--- config.mk ---
export PLATFORM = sky130hd
export DESIGN_NAME = zero_crossing_period_monitor_flat
export DESIGN_NICKNAME = d
export VERILOG_FILES = /design/src/rtl/core/zcpm_pkg.sv /design/src/rtl/core/zcpm_if.sv /design/src/rtl/core/zero_crossing_period_monitor.sv /design/src/flat_wrapper.sv
export VERILOG_INCLUDE_DIRS = /design/src /design/src/rtl/core
export SDC_FILE = /design/constraint.sdc
export NUM_CORES = 1
export LEC_CHECK = 0
export ABC_AREA = 1
export BUFFER_PORTS_ARGS = -buffer_cell sky130_fd_sc_hd__buf_2
export CAP_MARGIN = 20
export CORE_ASPECT_RATIO = 1.25
export CORE_MARGIN = 4
export CORE_UTILIZATION = 40
export DETAILED_ROUTE_END_ITERATION = 8
export GPL_ROUTABILITY_DRIVEN = 0
export GPL_TIMING_DRIVEN = 0
export PLACE_DENSITY = 0.57
export SYNTH_ARGS = -nofsm -noshare
export SYNTH_HDL_FRONTEND = slang
export SYNTH_SLANG_ARGS = --single-unit
export TNS_END_PERCENT = 20
--- constraint.sdc ---
create_clock -name clk -period 4.1 [get_ports clk]
set_clock_uncertainty 0.2 [all_clocks]
set_input_delay 0.41 -clock clk [delete_from_list [all_inputs] [get_ports clk]]
set_output_delay 0.41 -clock clk [all_outputs]
set_load 0.05 [all_outputs]
--- src/rtl/core/assert_macros.svh ---
// Assertion helpers used by the monitor RTL.
`ifndef ASSERT_MACROS_SVH
`define ASSERT_MACROS_SVH

// Same-cycle implication, checked outside reset.
`define ZCPM_ASSERT_NOW(label, clk, rst_n, ante, cons) \
  label: assert property (@(posedge clk) disable iff (!rst_n) (ante) |-> (cons)) \
    else $error("zcpm assertion failed");

// Next-cycle implication, checked outside reset.
`define ZCPM_ASSERT_NEXT(label, clk, rst_n, ante, cons) \
  label: assert property (@(posedge clk) disable iff (!rst_n) (ante) |=> (cons)) \
    else $error("zcpm assertion failed");

`endif

--- src/rtl/core/zcpm_pkg.sv ---
package zcpm_pkg;

  localparam int SAMPLE_W   = 16;
  localparam int COUNT_W    = 24;
  localparam int STEP_W     = 16;
  localparam int TOL_W      = 8;
  localparam int DROP_W     = SAMPLE_W + 1;
  localparam int CFG_ADDR_W = 1;
  localparam int CFG_DATA_W = 16;
  localparam int PHASE_W    = 2;

  typedef logic signed [SAMPLE_W-1:0] sample_t;
  typedef logic [COUNT_W-1:0]         count_t;
  typedef logic [STEP_W-1:0]          step_t;
  typedef logic [TOL_W-1:0]           tol_t;
  typedef logic [PHASE_W-1:0]         phase_t;
  typedef logic [CFG_ADDR_W-1:0]      cfg_addr_t;
  typedef logic [CFG_DATA_W-1:0]      cfg_data_t;

  // Register indexes
  localparam cfg_addr_t REG_MIN_STEP   = CFG_ADDR_W'(0);
  localparam cfg_addr_t REG_PERIOD_TOL = CFG_ADDR_W'(1);

  localparam step_t MIN_STEP_RST   = STEP_W'(410);
  localparam tol_t  PERIOD_TOL_RST = TOL_W'(1);

  // Edge phase codes; the unused fourth code behaves as locked
  localparam phase_t PHASE_NONE   = PHASE_W'(0);
  localparam phase_t PHASE_ONE    = PHASE_W'(1);
  localparam phase_t PHASE_LOCKED = PHASE_W'(2);

endpackage

--- src/rtl/core/zcpm_if.sv ---
interface zcpm_in_if;
  logic               valid;
  logic               ready;
  zcpm_pkg::sample_t  sample;

  modport source (output valid, output sample, input ready);
  modport sink   (input valid, input sample, output ready);
endinterface

interface zcpm_out_if;
  logic              valid;
  logic              ready;
  logic              edge_seen;
  zcpm_pkg::count_t  period_length;
  zcpm_pkg::count_t  reference_length;
  logic              locked;
  logic              mismatch;
  logic              unstable;

  modport source (output valid, output edge_seen, output period_length,
                  output reference_length, output locked, output mismatch,
                  output unstable, input ready);
  modport sink   (input valid, input edge_seen, input period_length,
                  input reference_length, input locked, input mismatch,
                  input unstable, output ready);
endinterface

--- src/rtl/core/zero_crossing_period_monitor.sv ---
// Channel  | Dir | Handshake        | Beat contents
// in_ch    | in  | valid/ready      | sample
// out_ch   | out | valid/ready      | edge_seen, period_length, reference_length,
//          |     |                  | locked, mismatch, unstable
// cfg_*    | in  | write enable     | cfg_addr selects min_step or period_tolerance
//
// One beat per clock sustained while out_ch.ready is high; a sample is held in
// the input register, then its result is registered in the output registers,
// with the measurement state updated as the sample leaves the input register.
// rst_n is synchronous: it clears the state, both valid flags and restores
// register defaults. A stalled result holds while one more sample waits in
// the input register; in_ch.ready drops only when both are full.
`include "assert_macros.svh"

module zero_crossing_period_monitor (
  input  logic                 clk,
  input  logic                 rst_n,
  zcpm_in_if.sink              in_ch,
  zcpm_out_if.source           out_ch,
  input  logic                 cfg_we,
  input  zcpm_pkg::cfg_addr_t  cfg_addr,
  input  zcpm_pkg::cfg_data_t  cfg_wdata
);

  // Configuration
  zcpm_pkg::step_t min_step_r;
  zcpm_pkg::tol_t  period_tol_r;

  always_ff @(posedge clk) begin
    if (!rst_n) begin
      min_step_r   <= zcpm_pkg::MIN_STEP_RST;
      period_tol_r <= zcpm_pkg::PERIOD_TOL_RST;
    end else if (cfg_we) begin
      case (cfg_addr)
        zcpm_pkg::REG_MIN_STEP:   min_step_r   <= cfg_wdata[zcpm_pkg::STEP_W-1:0];
        zcpm_pkg::REG_PERIOD_TOL: period_tol_r <= cfg_wdata[zcpm_pkg::TOL_W-1:0];
        default: ;
      endcase
    end
  end

  // Pipeline control
  logic              s1_valid_r;
  zcpm_pkg::sample_t s1_sample_r;
  logic              out_valid_r;
  logic              s1_adv;
  logic              in_fire;

  assign s1_adv      = s1_valid_r && (!out_valid_r || out_ch.ready);
  assign in_ch.ready = !s1_valid_r || !out_valid_r || out_ch.ready;
  assign in_fire     = in_ch.valid && in_ch.ready;

  // Measurement state
  zcpm_pkg::sample_t prev_r;
  zcpm_pkg::count_t  count_r;
  zcpm_pkg::count_t  ref_r;
  zcpm_pkg::phase_t  phase_r;
  logic              sticky_r;

  zcpm_pkg::count_t  count_nxt;
  zcpm_pkg::count_t  ref_nxt;
  zcpm_pkg::phase_t  phase_nxt;
  logic              sticky_nxt;

  logic                        prev_pos;
  logic                        cur_nonpos;
  logic [zcpm_pkg::DROP_W-1:0] drop;
  logic                        edge_hit;
  logic                        count_gt;
  zcpm_pkg::count_t            diff;
  logic                        mism;
  logic                        locked_nxt;

  always_comb begin
    prev_pos   = !prev_r[zcpm_pkg::SAMPLE_W-1] && (prev_r != '0);
    cur_nonpos = s1_sample_r[zcpm_pkg::SAMPLE_W-1] || (s1_sample_r == '0);
    drop       = {prev_r[zcpm_pkg::SAMPLE_W-1], prev_r}
               - {s1_sample_r[zcpm_pkg::SAMPLE_W-1], s1_sample_r};
    edge_hit   = prev_pos && cur_nonpos && (drop >= zcpm_pkg::DROP_W'(min_step_r));

    count_gt = count_r > ref_r;
    diff     = count_gt ? (count_r - ref_r) : (ref_r - count_r);

    count_nxt  = count_r;
    ref_nxt    = ref_r;
    phase_nxt  = phase_r;
    sticky_nxt = sticky_r;
    mism       = 1'b0;

    if (edge_hit) begin
      case (phase_r)
        zcpm_pkg::PHASE_NONE: phase_nxt = zcpm_pkg::PHASE_ONE;
        zcpm_pkg::PHASE_ONE: begin
          ref_nxt   = count_r;
          phase_nxt = zcpm_pkg::PHASE_LOCKED;
        end
        default: begin
          mism = diff > zcpm_pkg::COUNT_W'(period_tol_r);
          if (mism) sticky_nxt = 1'b1;
        end
      endcase
      count_nxt = zcpm_pkg::COUNT_W'(1);
    end else if (!(&count_r)) begin
      // saturate at all ones
      count_nxt = count_r + zcpm_pkg::COUNT_W'(1);
    end

    locked_nxt = phase_nxt[1];
  end

  always_ff @(posedge clk) begin
    if (!rst_n) begin
      s1_valid_r  <= 1'b0;
      out_valid_r <= 1'b0;
      prev_r      <= '0;
      count_r     <= '0;
      ref_r       <= '0;
      phase_r     <= zcpm_pkg::PHASE_NONE;
      sticky_r    <= 1'b0;
    end else begin
      if (in_fire) begin
        s1_valid_r <= 1'b1;
      end else if (s1_adv) begin
        s1_valid_r <= 1'b0;
      end
      if (s1_adv) begin
        out_valid_r <= 1'b1;
      end else if (out_ch.ready) begin
        out_valid_r <= 1'b0;
      end
      if (s1_adv) begin
        prev_r   <= s1_sample_r;
        count_r  <= count_nxt;
        ref_r    <= ref_nxt;
        phase_r  <= phase_nxt;
        sticky_r <= sticky_nxt;
      end
    end
  end

  // Payload registers
  logic             edge_seen_r;
  zcpm_pkg::count_t period_len_r;
  zcpm_pkg::count_t ref_len_r;
  logic             locked_r;
  logic             mismatch_r;
  logic             unstable_r;

  always_ff @(posedge clk) begin
    if (in_fire) begin
      s1_sample_r <= in_ch.sample;
    end
    if (s1_adv) begin
      edge_seen_r  <= edge_hit;
      period_len_r <= edge_hit ? count_r : '0;
      ref_len_r    <= locked_nxt ? ref_nxt : '0;
      locked_r     <= locked_nxt;
      mismatch_r   <= mism;
      unstable_r   <= sticky_nxt || (phase_nxt == zcpm_pkg::PHASE_NONE);
    end
  end

  assign out_ch.valid            = out_valid_r;
  assign out_ch.edge_seen        = edge_seen_r;
  assign out_ch.period_length    = period_len_r;
  assign out_ch.reference_length = ref_len_r;
  assign out_ch.locked           = locked_r;
  assign out_ch.mismatch         = mismatch_r;
  assign out_ch.unstable         = unstable_r;

  `ZCPM_ASSERT_NOW(a_edge_period_nonzero, clk, rst_n, out_valid_r && edge_seen_r, period_len_r != '0)
  `ZCPM_ASSERT_NOW(a_no_edge_quiet, clk, rst_n, out_valid_r && !edge_seen_r, !mismatch_r && (period_len_r == '0))
  `ZCPM_ASSERT_NOW(a_mismatch_locked, clk, rst_n, out_valid_r && mismatch_r, locked_r && unstable_r)
  `ZCPM_ASSERT_NEXT(a_sticky_holds, clk, rst_n, sticky_r, sticky_r && phase_r[1])

endmodule
--- src/flat_wrapper.sv ---
// flat-port wrapper written by rule: the top's interface ports become plain ports
module zero_crossing_period_monitor_flat 
  (clk, rst_n, cfg_we, cfg_addr, cfg_wdata, in_ch_valid, in_ch_sample, in_ch_ready, out_ch_valid, out_ch_edge_seen, out_ch_period_length, out_ch_reference_length, out_ch_locked, out_ch_mismatch, out_ch_unstable, out_ch_ready);
  zcpm_in_if in_ch_i ();
  zcpm_out_if out_ch_i ();
  input  logic clk;
  input  logic rst_n;
  input  logic cfg_we;
  input  zcpm_pkg::cfg_addr_t cfg_addr;
  input  zcpm_pkg::cfg_data_t cfg_wdata;
  input wire logic [$bits(in_ch_i.valid)-1:0] in_ch_valid;
  input wire logic [$bits(in_ch_i.sample)-1:0] in_ch_sample;
  output wire logic [$bits(in_ch_i.ready)-1:0] in_ch_ready;
  output wire logic [$bits(out_ch_i.valid)-1:0] out_ch_valid;
  output wire logic [$bits(out_ch_i.edge_seen)-1:0] out_ch_edge_seen;
  output wire logic [$bits(out_ch_i.period_length)-1:0] out_ch_period_length;
  output wire logic [$bits(out_ch_i.reference_length)-1:0] out_ch_reference_length;
  output wire logic [$bits(out_ch_i.locked)-1:0] out_ch_locked;
  output wire logic [$bits(out_ch_i.mismatch)-1:0] out_ch_mismatch;
  output wire logic [$bits(out_ch_i.unstable)-1:0] out_ch_unstable;
  input wire logic [$bits(out_ch_i.ready)-1:0] out_ch_ready;
  assign in_ch_i.valid = in_ch_valid;
  assign in_ch_i.sample = in_ch_sample;
  assign in_ch_ready = in_ch_i.ready;
  assign out_ch_valid = out_ch_i.valid;
  assign out_ch_edge_seen = out_ch_i.edge_seen;
  assign out_ch_period_length = out_ch_i.period_length;
  assign out_ch_reference_length = out_ch_i.reference_length;
  assign out_ch_locked = out_ch_i.locked;
  assign out_ch_mismatch = out_ch_i.mismatch;
  assign out_ch_unstable = out_ch_i.unstable;
  assign out_ch_i.ready = out_ch_ready;
  zero_crossing_period_monitor u_core (.clk(clk), .rst_n(rst_n), .in_ch(in_ch_i), .out_ch(out_ch_i), .cfg_we(cfg_we), .cfg_addr(cfg_addr), .cfg_wdata(cfg_wdata));
endmodule
==> results by group, run 1 <==
Die
  – Effective utilization at floorplan: 0.405
  – Full die area: 0.0325 sq mm
  – Number of placement rows: 70
  – Count of boundary I/O pins: between 90 and 100
  – Die span in y: 200 microns
  – Placeable core region: 0.0293 sq mm
  – Horizontal extent of the die: 162 microns

Global routing
  – Initial antenna violation count: 0
  – Number of global-route vias before repair: around 12000
  – Wire length of the first global-routing pass: 62.4 mm
  – Maximum number of pins on one net before global-route repair: 62
  – Total congestion overflow: 0
  – Tot GR Track Use: 0.242

CTS
  – Clock buffer depth: 2
  – Clock transition at the register clock pins on the worst setup and hold paths after CTS: 0.06 ns
  – TritonCTS Buffers: 17
  – CTS sink count: roughly 160
  – Root Buffer: sky130_fd_sc_hd__clkbuf_16
  – Clock latency at the later pin of the worst-skew pair: 0.44 ns
  – Number of H-tree levels: 4
  – CTS tree: built

Routing
  – Residual DRC: 0
  – Average wire per standard cell: 17.2 microns
  – Total length of routed wires: ~40 mm
  – Vias per cell: 5.17
  – ANT nets after route: 0
  – Iteration-0 DRC count of the detailed router: 768
  – Vias: between 10000 and 15000
  – TritonRoute pass-1 iters: 5

Pwr
  – Power density relative to cell area: 364 mW/mm^2
  – Worst vdd ir: roughly 280 uV
  – Total Power: 0.00553 W
  – Static leakage: about 7.4 nW

Critical path
  – Capture point of the critical path: u_core.out_ch.unstable
  – Critical-path cell with the highest stage delay: sky130_fd_sc_hd__dfxtp_1
  – Worst EP arrival: 4.01 ns
  – Max FO, Critical Path: 6
  – Slowest Stage Delay on Critical Path: 0.41 ns
  – Worst Path Buf+Inv: 5
  – Worst reg2reg setup slack: 0.08 ns
  – Required time of the critical path: 4.09 ns
  – CP delay by family, top: simple AND/OR/NAND/NOR gates
  – Depth of the worst register-to-register path: 26
  – Kind of end point of the critical path: flip-flop
  – Critical Path Source Type: flip-flop
  – Startpoint of the most critical register-to-register path: u_core.count_r[5]
  – Critical R2R Capture: u_core.out_ch.unstable
  – Kind of critical path: reg -> reg
  – Critical path origin: u_core.count_r[5]
  – Levels on crit path: 26

Synth
  – Top flip-flop cell by instance count after synthesis: sky130_fd_sc_hd__dfxtp_1
  – Sequential-to-total area share from yosys stat: 0.329
  – Number of register bits inferred by synthesis: around 160
  – Post-synthesis async set-or-reset flop share: 0
  – Synth Cell Area: approximately 0.012 sq mm
  – Cells after Synth: 1746
  – Count of unique library cells instantiated by Yosys: 41
  – Warning count from the yosys run: 0
  – Mean instance size in the synthesized netlist: 6.79 sq um
  – Number of nets in the synthesized netlist: 1878
  – Number of synthesized flops with an enable pin: between 60 and 70

STA
  – Headroom to the max-slew limit: 0.380
  – Peak clock frequency supported by timing: around 0.25 GHz
  – Final setup vio count: 0
  – Measured slew at the worst slew-check pin: 0.929 ns
  – Final critical path time including I/O delays and setup: 4.02 ns
  – Post-route clock period utilization: 0.981
  – Number of failing hold endpoints at the final stage: 0
  – RSZ-0062 raised after global routing: yes
  – Max Transition Viols Final: 0

Layout
  – Final #Nets: roughly 2100
  – Fraction of layout cells with a size suffix above 1: 0.225
  – Relative area change from synthesis to final layout: 28.4%
  – Cell Count, Final, Fillers Out: around 2300
  – Post-route design area: 0.0152 sq mm

Place
  – Cell total after placement: 2233
  – Cell area after placement: 0.0128 sq mm
  – Count of buffers inserted at the top-level ports: 90
  – Half-perimeter wire length after placement: ~30 mm

Flow run
  – Count of maximum capacitance violations: 0

Worst hold path
  – Type of the tightest min-delay check: in -> reg

Run status
  – Outcome: finished, final reports clean
==> repair_timing <==
item,CTS,global route
buffers inserted,27,27
gates cloned,0,5
pin swaps,37,69
gates resized for setup,134,173
endpoints found under the hold margin,17,0
setup endpoints to repair,47,99
hold buffers,17,0
==> how the worst min path moves through the flow <==
| stage | startpoint | cells after the start | endpoint |
|---|---|---|---|
| 2_1_floorplan | u_core.min_step_r[10] | 2 | u_core.min_step_r[10] |
| 3_3_place_gp | u_core.period_tol_r[6] | 2 | u_core.period_tol_r[6] |
| 3_5_place_dp | u_core.period_tol_r[4] | 2 | u_core.period_tol_r[4] |
| 4_1_cts | cfg_wdata[0] | 3 | u_core.min_step_r[0] |
| 5_1_grt | cfg_wdata[3] | 3 | u_core.min_step_r[3] |
| 6_report | cfg_wdata[0] | 3 | u_core.min_step_r[0] |
==> metal layers <==
layer | vias up | global-route usage | share of wire
met1 | 5631 | 0.269 | 0.37
li1 | 5986 | - | -
met2 | 401 | 0.446 | 0.53
met5 | - | 0 | 0
met3 | 95 | 0.0405 | 0.054
met4 | 0 | 0.111 | 0.043
==> report_power, final <==
group | internal [W] | total [W] | leakage, nW | switching (W)
Clock | 0.000974 | 0.00168 | 0.300 | 0.000704
Combinational | 0.000730 | 0.00204 | 5.67 | 0.00131
Sequential | 0.00177 | 0.00181 | 1.42 | 0.0000469
Total | 0.00347 | 0.00553 | 7.39 | 0.00206
==> synth_stat cells (3+ instances only) <==
master | n | share of area
sky130_fd_sc_hd__buf_6 | 5 | 0.0048
sky130_fd_sc_hd__fa_1 | 3 | 0.0051
sky130_fd_sc_hd__nand3_2 | 5 | 0.0042
sky130_fd_sc_hd__nor2_2 | 6 | 0.0032
sky130_fd_sc_hd__nand2_1 | 509 | 0.16
sky130_fd_sc_hd__a21oi_1 | 145 | 0.061
sky130_fd_sc_hd__nor4_1 | 14 | 0.0074
sky130_fd_sc_hd__buf_4 | 7 | 0.0044
sky130_fd_sc_hd__a31oi_1 | 7 | 0.0037
sky130_fd_sc_hd__nor3_2 | 4 | 0.0034
sky130_fd_sc_hd__o21ai_0 | 84 | 0.035
sky130_fd_sc_hd__a21o_1 | 5 | 0.0032
sky130_fd_sc_hd__ha_1 | 91 | 0.096
sky130_fd_sc_hd__o211ai_1 | 6 | 0.0038
sky130_fd_sc_hd__a211oi_1 | 3 | 0.0019
sky130_fd_sc_hd__nand4_1 | 48 | 0.025
sky130_fd_sc_hd__xor2_1 | 32 | 0.024
sky130_fd_sc_hd__buf_2 | 12 | 0.0051
sky130_fd_sc_hd__o21bai_1 | 6 | 0.0038
sky130_fd_sc_hd__edfxtp_1 | 68 | 0.17
sky130_fd_sc_hd__buf_1 | 3 | 0.00095
sky130_fd_sc_hd__nand2_2 | 6 | 0.0032
sky130_fd_sc_hd__dfxtp_1 | 93 | 0.16
sky130_fd_sc_hd__nor3_1 | 20 | 0.0084
sky130_fd_sc_hd__nand3_1 | 118 | 0.050
sky130_fd_sc_hd__inv_2 | 4 | 0.0013
sky130_fd_sc_hd__nor2_1 | 87 | 0.028
sky130_fd_sc_hd__inv_1 | 304 | 0.096
sky130_fd_sc_hd__clkbuf_1 | 31 | 0.0098
sky130_fd_sc_hd__xnor2_1 | 7 | 0.0052
==> per-stage QoR <==
step / setup TNS [ns] / util / setup WS (ns) / hold slack [ns]
6_report: 0 / 0.520 / 0.0797 / 0.0144
5_1_grt: -3.19 / 0.520 / -0.143 / 0.0364
4_1_cts: 0 / 0.490 / 0.000842 / 0.00248
3_5_place_dp: -6.48 / 0.438 / -0.988 / 0.263
3_3_place_gp: -33.41 / 0.437 / -0.906 / 0.257
2_1_floorplan: 0 / - / 0.440 / 0.235
==> cell families (layout without fill, tap and decap cells) <==
| kind of cell | Yosys count | count (layout) | share of synthesized area |
|---|---|---|---|
| DFF | 161 | 161 | 0.329 |
| AOI/OAI and AO/OA | 259 | 259 | 0.115 |
| and+or+nand+nor | 824 | 825 | 0.301 |
| xor gates and xnor gates | 39 | 39 | 0.0288 |
| buffers and inverters | 369 | 567 | 0.124 |
| other | 0 | 1 | 0 |
| adders and majority gates | 94 | 94 | 0.101 |
==> flip-flops by register name, indices dropped and copies added (netlist names), 2 cells and up <==
| register | count |
|---|---|
| u_core.out_ch.reference_length | 24 |
| u_core.ref_r | 24 |
| u_core.min_step_r | 16 |
| u_core.phase_r | 2 |
| u_core.prev_r | 16 |
| u_core.period_tol_r | 8 |
| u_core.s1_sample_r | 16 |
| u_core.out_ch.period_length | 24 |
| u_core.count_r | 24 |
==> cell usage in the layout (no fill, tap or decap), types with 10 or more instances in the layout <==
master / instances
sky130_fd_sc_hd__dfxtp_1: 63
sky130_fd_sc_hd__buf_4: 59
sky130_fd_sc_hd__ha_1: 60
sky130_fd_sc_hd__edfxtp_1: 68
sky130_fd_sc_hd__clkbuf_16: 22
sky130_fd_sc_hd__dfxtp_2: 29
sky130_fd_sc_hd__o21ai_0: 77
sky130_fd_sc_hd__a21oi_1: 137
sky130_fd_sc_hd__nand2_1: 443
sky130_fd_sc_hd__dlygate4sd3_1: 17
sky130_fd_sc_hd__nor2_1: 78
sky130_fd_sc_hd__xor2_1: 29
sky130_fd_sc_hd__buf_2: 92
sky130_fd_sc_hd__ha_4: 29
sky130_fd_sc_hd__buf_6: 14
sky130_fd_sc_hd__clkbuf_1: 32
sky130_fd_sc_hd__inv_2: 27
sky130_fd_sc_hd__nor4_1: 13
sky130_fd_sc_hd__nand3_2: 10
sky130_fd_sc_hd__nor3_1: 18
sky130_fd_sc_hd__nand2_4: 25
sky130_fd_sc_hd__nand4_1: 48
sky130_fd_sc_hd__nand2_2: 49
sky130_fd_sc_hd__inv_1: 278
sky130_fd_sc_hd__nand3_1: 112
==> worst min-delay path, delay by kind of cell <==
family | cells | cell delay [ns]
buffers and inverters | 1 | 0.09
and+or+nand+nor | 2 | 0.12
==> cell type report <==
type                    instances  area [sq um]
diodes                          1          2.50
plain buffers                  58           392
clock buffers                  21           483
clock inverters                11           123
fillers                      2967         14000
inverters                     311          1190
multi-input cells            1217          7460
flip-flops and latches        161          3940
well taps                     396           495
repair buffers                165          1120
repair inverters                1          8.76
(Power assumes the default switching activity.)
==> run 2, diff against run 1 <==
--- a/config.mk
+++ b/config.mk
@@ -11,11 +11,11 @@
 export CAP_MARGIN = 20
 export CORE_ASPECT_RATIO = 1.25
 export CORE_MARGIN = 4
-export CORE_UTILIZATION = 40
+export CORE_UTILIZATION = 25
 export DETAILED_ROUTE_END_ITERATION = 8
 export GPL_ROUTABILITY_DRIVEN = 0
 export GPL_TIMING_DRIVEN = 0
-export PLACE_DENSITY = 0.57
+export PLACE_DENSITY = 0.4
 export SYNTH_ARGS = -nofsm -noshare
 export SYNTH_HDL_FRONTEND = slang
 export SYNTH_SLANG_ARGS = --single-unit
==> run 2 against run 1 <==
Net effect: total power increased by 1.2%; clock power hardly changed; combinational power barely moved; sequential share of layout area is 0.44 points lower.
==> results by group, run 2 (synthesized netlist as in run 1, its figures left out) <==
Critical path
  – Startpoint of the most critical register-to-register path: u_core.ref_r[2]
  – Max FO, Critical Path: 6 (unchanged)
  – Depth of the worst register-to-register path: 28 (+7.7%)
  – Slowest Stage Delay on Critical Path: 0.34 ns (-0.07 ns)
  – Most frequent CP cell: sky130_fd_sc_hd__nand2_4
  – CP delay by family, top: simple AND/OR/NAND/NOR gates
  – Kind of critical path: reg -> reg
  – Critical R2R Capture: u_core.out_ch.unstable
  – Worst Path Buf+Inv: 6 (+1)
  – Worst EP arrival: 4.02 ns (about the same)
  – Critical Path Source Type: flip-flop
  – Critical-path cell with the highest stage delay: sky130_fd_sc_hd__dfxtp_2
  – Required time of the critical path: 4.11 ns (+0.02 ns)
  – Worst reg2reg setup slack: 0.09 ns (about the same)
  – Kind of end point of the critical path: flip-flop

Global routing
  – Initial antenna violation count: 0 (unchanged)
  – Maximum number of pins on one net before global-route repair: 33 (-47%)
  – Tot GR Track Use: 0.173 (-0.0686)
  – Wire length of the first global-routing pass: 68.1 mm (+9.0%)
  – Total congestion overflow: 0 (unchanged)
  – Number of global-route vias before repair: 12041 (+1.5%)

Layout
  – Leading cell type in the layout, fill and taps excluded: sky130_fd_sc_hd__nand2_1
  – Post-route design area: 0.0155 sq mm (+2.0%)
  – Fraction of layout cells with a size suffix above 1: 0.224 (-0.000745)
  – Multi-input logic area: 0.00741 sq mm (-0.70%)
  – Final Core Density: 0.334 (-0.186)
  – Antenna diode count: 0 (-1)
  – Final #Nets: 2066 (+0.097%)
  – Relative area change from synthesis to final layout: 31.0%
  – Fillers: 5165 (+74%)
  – Leading cell types in the layout, fill and taps excluded: 444 x sky130_fd_sc_hd__nand2_1, 281 x sky130_fd_sc_hd__inv_1, 137 x sky130_fd_sc_hd__a21oi_1
  – Sequential cell area: 0.00396 sq mm (+0.32%)
  – Cell Count, Final, Fillers Out: 2577 (+10%)

STA
  – Headroom to the max-slew limit: 0.314 (-0.0661)
  – Post-route clock period utilization: 0.978 (-0.00237)
  – Measured slew at the worst slew-check pin: 1.03 ns (+0.0992 ns)
  – Max Transition Viols Final: 0 (unchanged)
  – Number of failing hold endpoints at the final stage: 0 (unchanged)
  – Final setup vio count: 0 (unchanged)
  – Final critical path time including I/O delays and setup: 4.01 ns (-0.00970 ns)
  – Peak clock frequency supported by timing: 0.249 GHz (+0.24%)
  – RSZ-0062 raised after global routing: yes

Pwr
  – Static leakage: 7.40 nW (about the same)
  – Power density relative to cell area: 360 mW/mm^2 (-0.86%)
  – Worst vdd ir: 289 uV (+2.4%)

Die
  – Placeable core region: 0.0465 sq mm (+59%)
  – Horizontal extent of the die: 203 microns (+25%)
  – Effective utilization at floorplan: 0.255 (-0.150)
  – Count of boundary I/O pins: 92 (unchanged)
  – Full die area: 0.0510 sq mm (+57%)
  – Number of placement rows: 88 (+26%)
  – Die span in y: 251 microns (+25%)

CTS
  – CTS sink count: 161 (unchanged)
  – Clock buffer depth: 2 (unchanged)
  – Clock latency at the later pin of the worst-skew pair: 0.46 ns (+0.02 ns)
  – Number of H-tree levels: 4 (unchanged)
  – TritonCTS Buffers: 17 (unchanged)
  – Clock transition at the register clock pins on the worst setup and hold paths after CTS: 0.08 ns (+0.02 ns)
  – CTS tree: built
  – Root Buffer: sky130_fd_sc_hd__clkbuf_16

Routing
  – Total length of routed wires: 45.2 mm (+12%)
  – Average wire per standard cell: 17.5 microns (+1.9%)
  – Residual DRC: 0 (unchanged)
  – Met3 Wirelength: 1.26 mm (-42%)
  – Routed met1 length: 17.9 mm (+18%)
  – Iteration-0 DRC count of the detailed router: 526 (-32%)
  – ANT nets after route: 0 (unchanged)
  – Met2 layer wire length in the routed design: 24.3 mm (+14%)
  – Highest metal layer used by the detailed router: met4
  – Vias per cell: 4.60 (-11%)
  – Vias: 11862 (-2.1%)
  – TritonRoute pass-1 iters: 5 (unchanged)

Worst hold path
  – Type of the tightest min-delay check: in -> reg
  – Worst hold path stage count: 3 (unchanged)
  – Worst Hold End: u_core.min_step_r[9]
  – Worst hold start: cfg_wdata[9]

Flow run
  – Count of maximum capacitance violations: 0 (unchanged)

Run status
  – Outcome: finished, final reports clean

Place
  – Half-perimeter wire length after placement: 35.5 mm (+17%)
  – Count of buffers inserted at the top-level ports: 90 (unchanged)
  – Cell total after placement: 2468 (+11%)
  – Cell area after placement: 0.0131 sq mm (+2.5%)
==> run 2: cell count changes in the layout (fill, tap and decap cells not counted), sizes merged <==
| cell | before | now |
|---|---|---|
| dlygate4sd3 | 17 | 24 |
| diode | 1 | 0 |
| buf | 172 | 169 |
| clkbuf | 55 | 51 |
| clkinvlp | 0 | 2 |
| clkinv | 7 | 5 |
| inv | 314 | 316 |
==> run 2: power by group <==
group | switching [W] | internal, W | total, W
clock network | 0.000778 | 0.000934 | 0.00171
logic | 0.00134 | 0.000734 | 0.00207
registers | 0.0000471 | 0.00176 | 0.00181
==> run 2: cell type report <==
cell class | count | area share
clock inverters | 14 | 0.0108
inverters | 311 | 0.0768
clock buffers | 18 | 0.0283
repair buffers | 168 | 0.0748
plain buffers | 58 | 0.0267
well taps | 630 | 0.0508
multi-input cells | 1217 | 0.477
flip-flops and latches | 161 | 0.255
==> run 2: worst max path at each step <==
stage	from	endpoint	slack [ns]	cells past startpoint
after floorplan	u_core.s1_sample_r[2]	u_core.out_ch.reference_length[20]	0.44	23
after global placement	u_core.count_r[0]	u_core.out_ch.unstable	-0.96	27
after detailed placement	u_core.count_r[0]	u_core.out_ch.unstable	-0.96	27
after CTS	u_core.count_r[0]	u_core.out_ch.unstable	-0.02	25
after global routing	u_core.s1_sample_r[0]	u_core.count_r[19]	-0.1	25
final	u_core.ref_r[2]	u_core.out_ch.unstable	0.09	28
==> run 2: worst reg2reg max path: cells and delay by family (launching register included) <==
kind / cells / cell delay [ns]
AND/OR/NAND/NOR: 17 / 1.48
buffers and inverters: 6 / 0.60
adder cells (fa/ha/maj): 2 / 0.60
AO/OA/AOI/OAI: 2 / 0.39
flip-flops: 1 / 0.34
XOR/XNOR: 1 / 0.15
==> run 2: routing by layer <==
layer	GRT usage	up-vias
li1	-	5999
met1	0.188	5552
met3	0.0206	79
met5	0	-
met4	0.0749	0
met2	0.336	232
==> run 2: through the flow <==
stage,hold slack [ns],TNS (ns),power (W),setup WS [ns]
finish,0.0429,0,0.00560,0.0894
global route,0.0466,-3.18,0.00592,-0.0981
CTS,0.0126,-0.0151,0.00546,-0.0151
detailed placement,0.258,-17.84,0.00351,-0.962
global placement,0.254,-58.34,0.00349,-0.958
floorplan,0.235,0,0.00298,0.440
==> run 2: timing repair <==
action,CTS,global route
hold endpoints to repair,24,0
gates resized for setup,164,145
pin swaps,46,58
setup endpoints to repair,99,100
gates cloned,2,1
hold buffers,24,0
buffers inserted,30,20
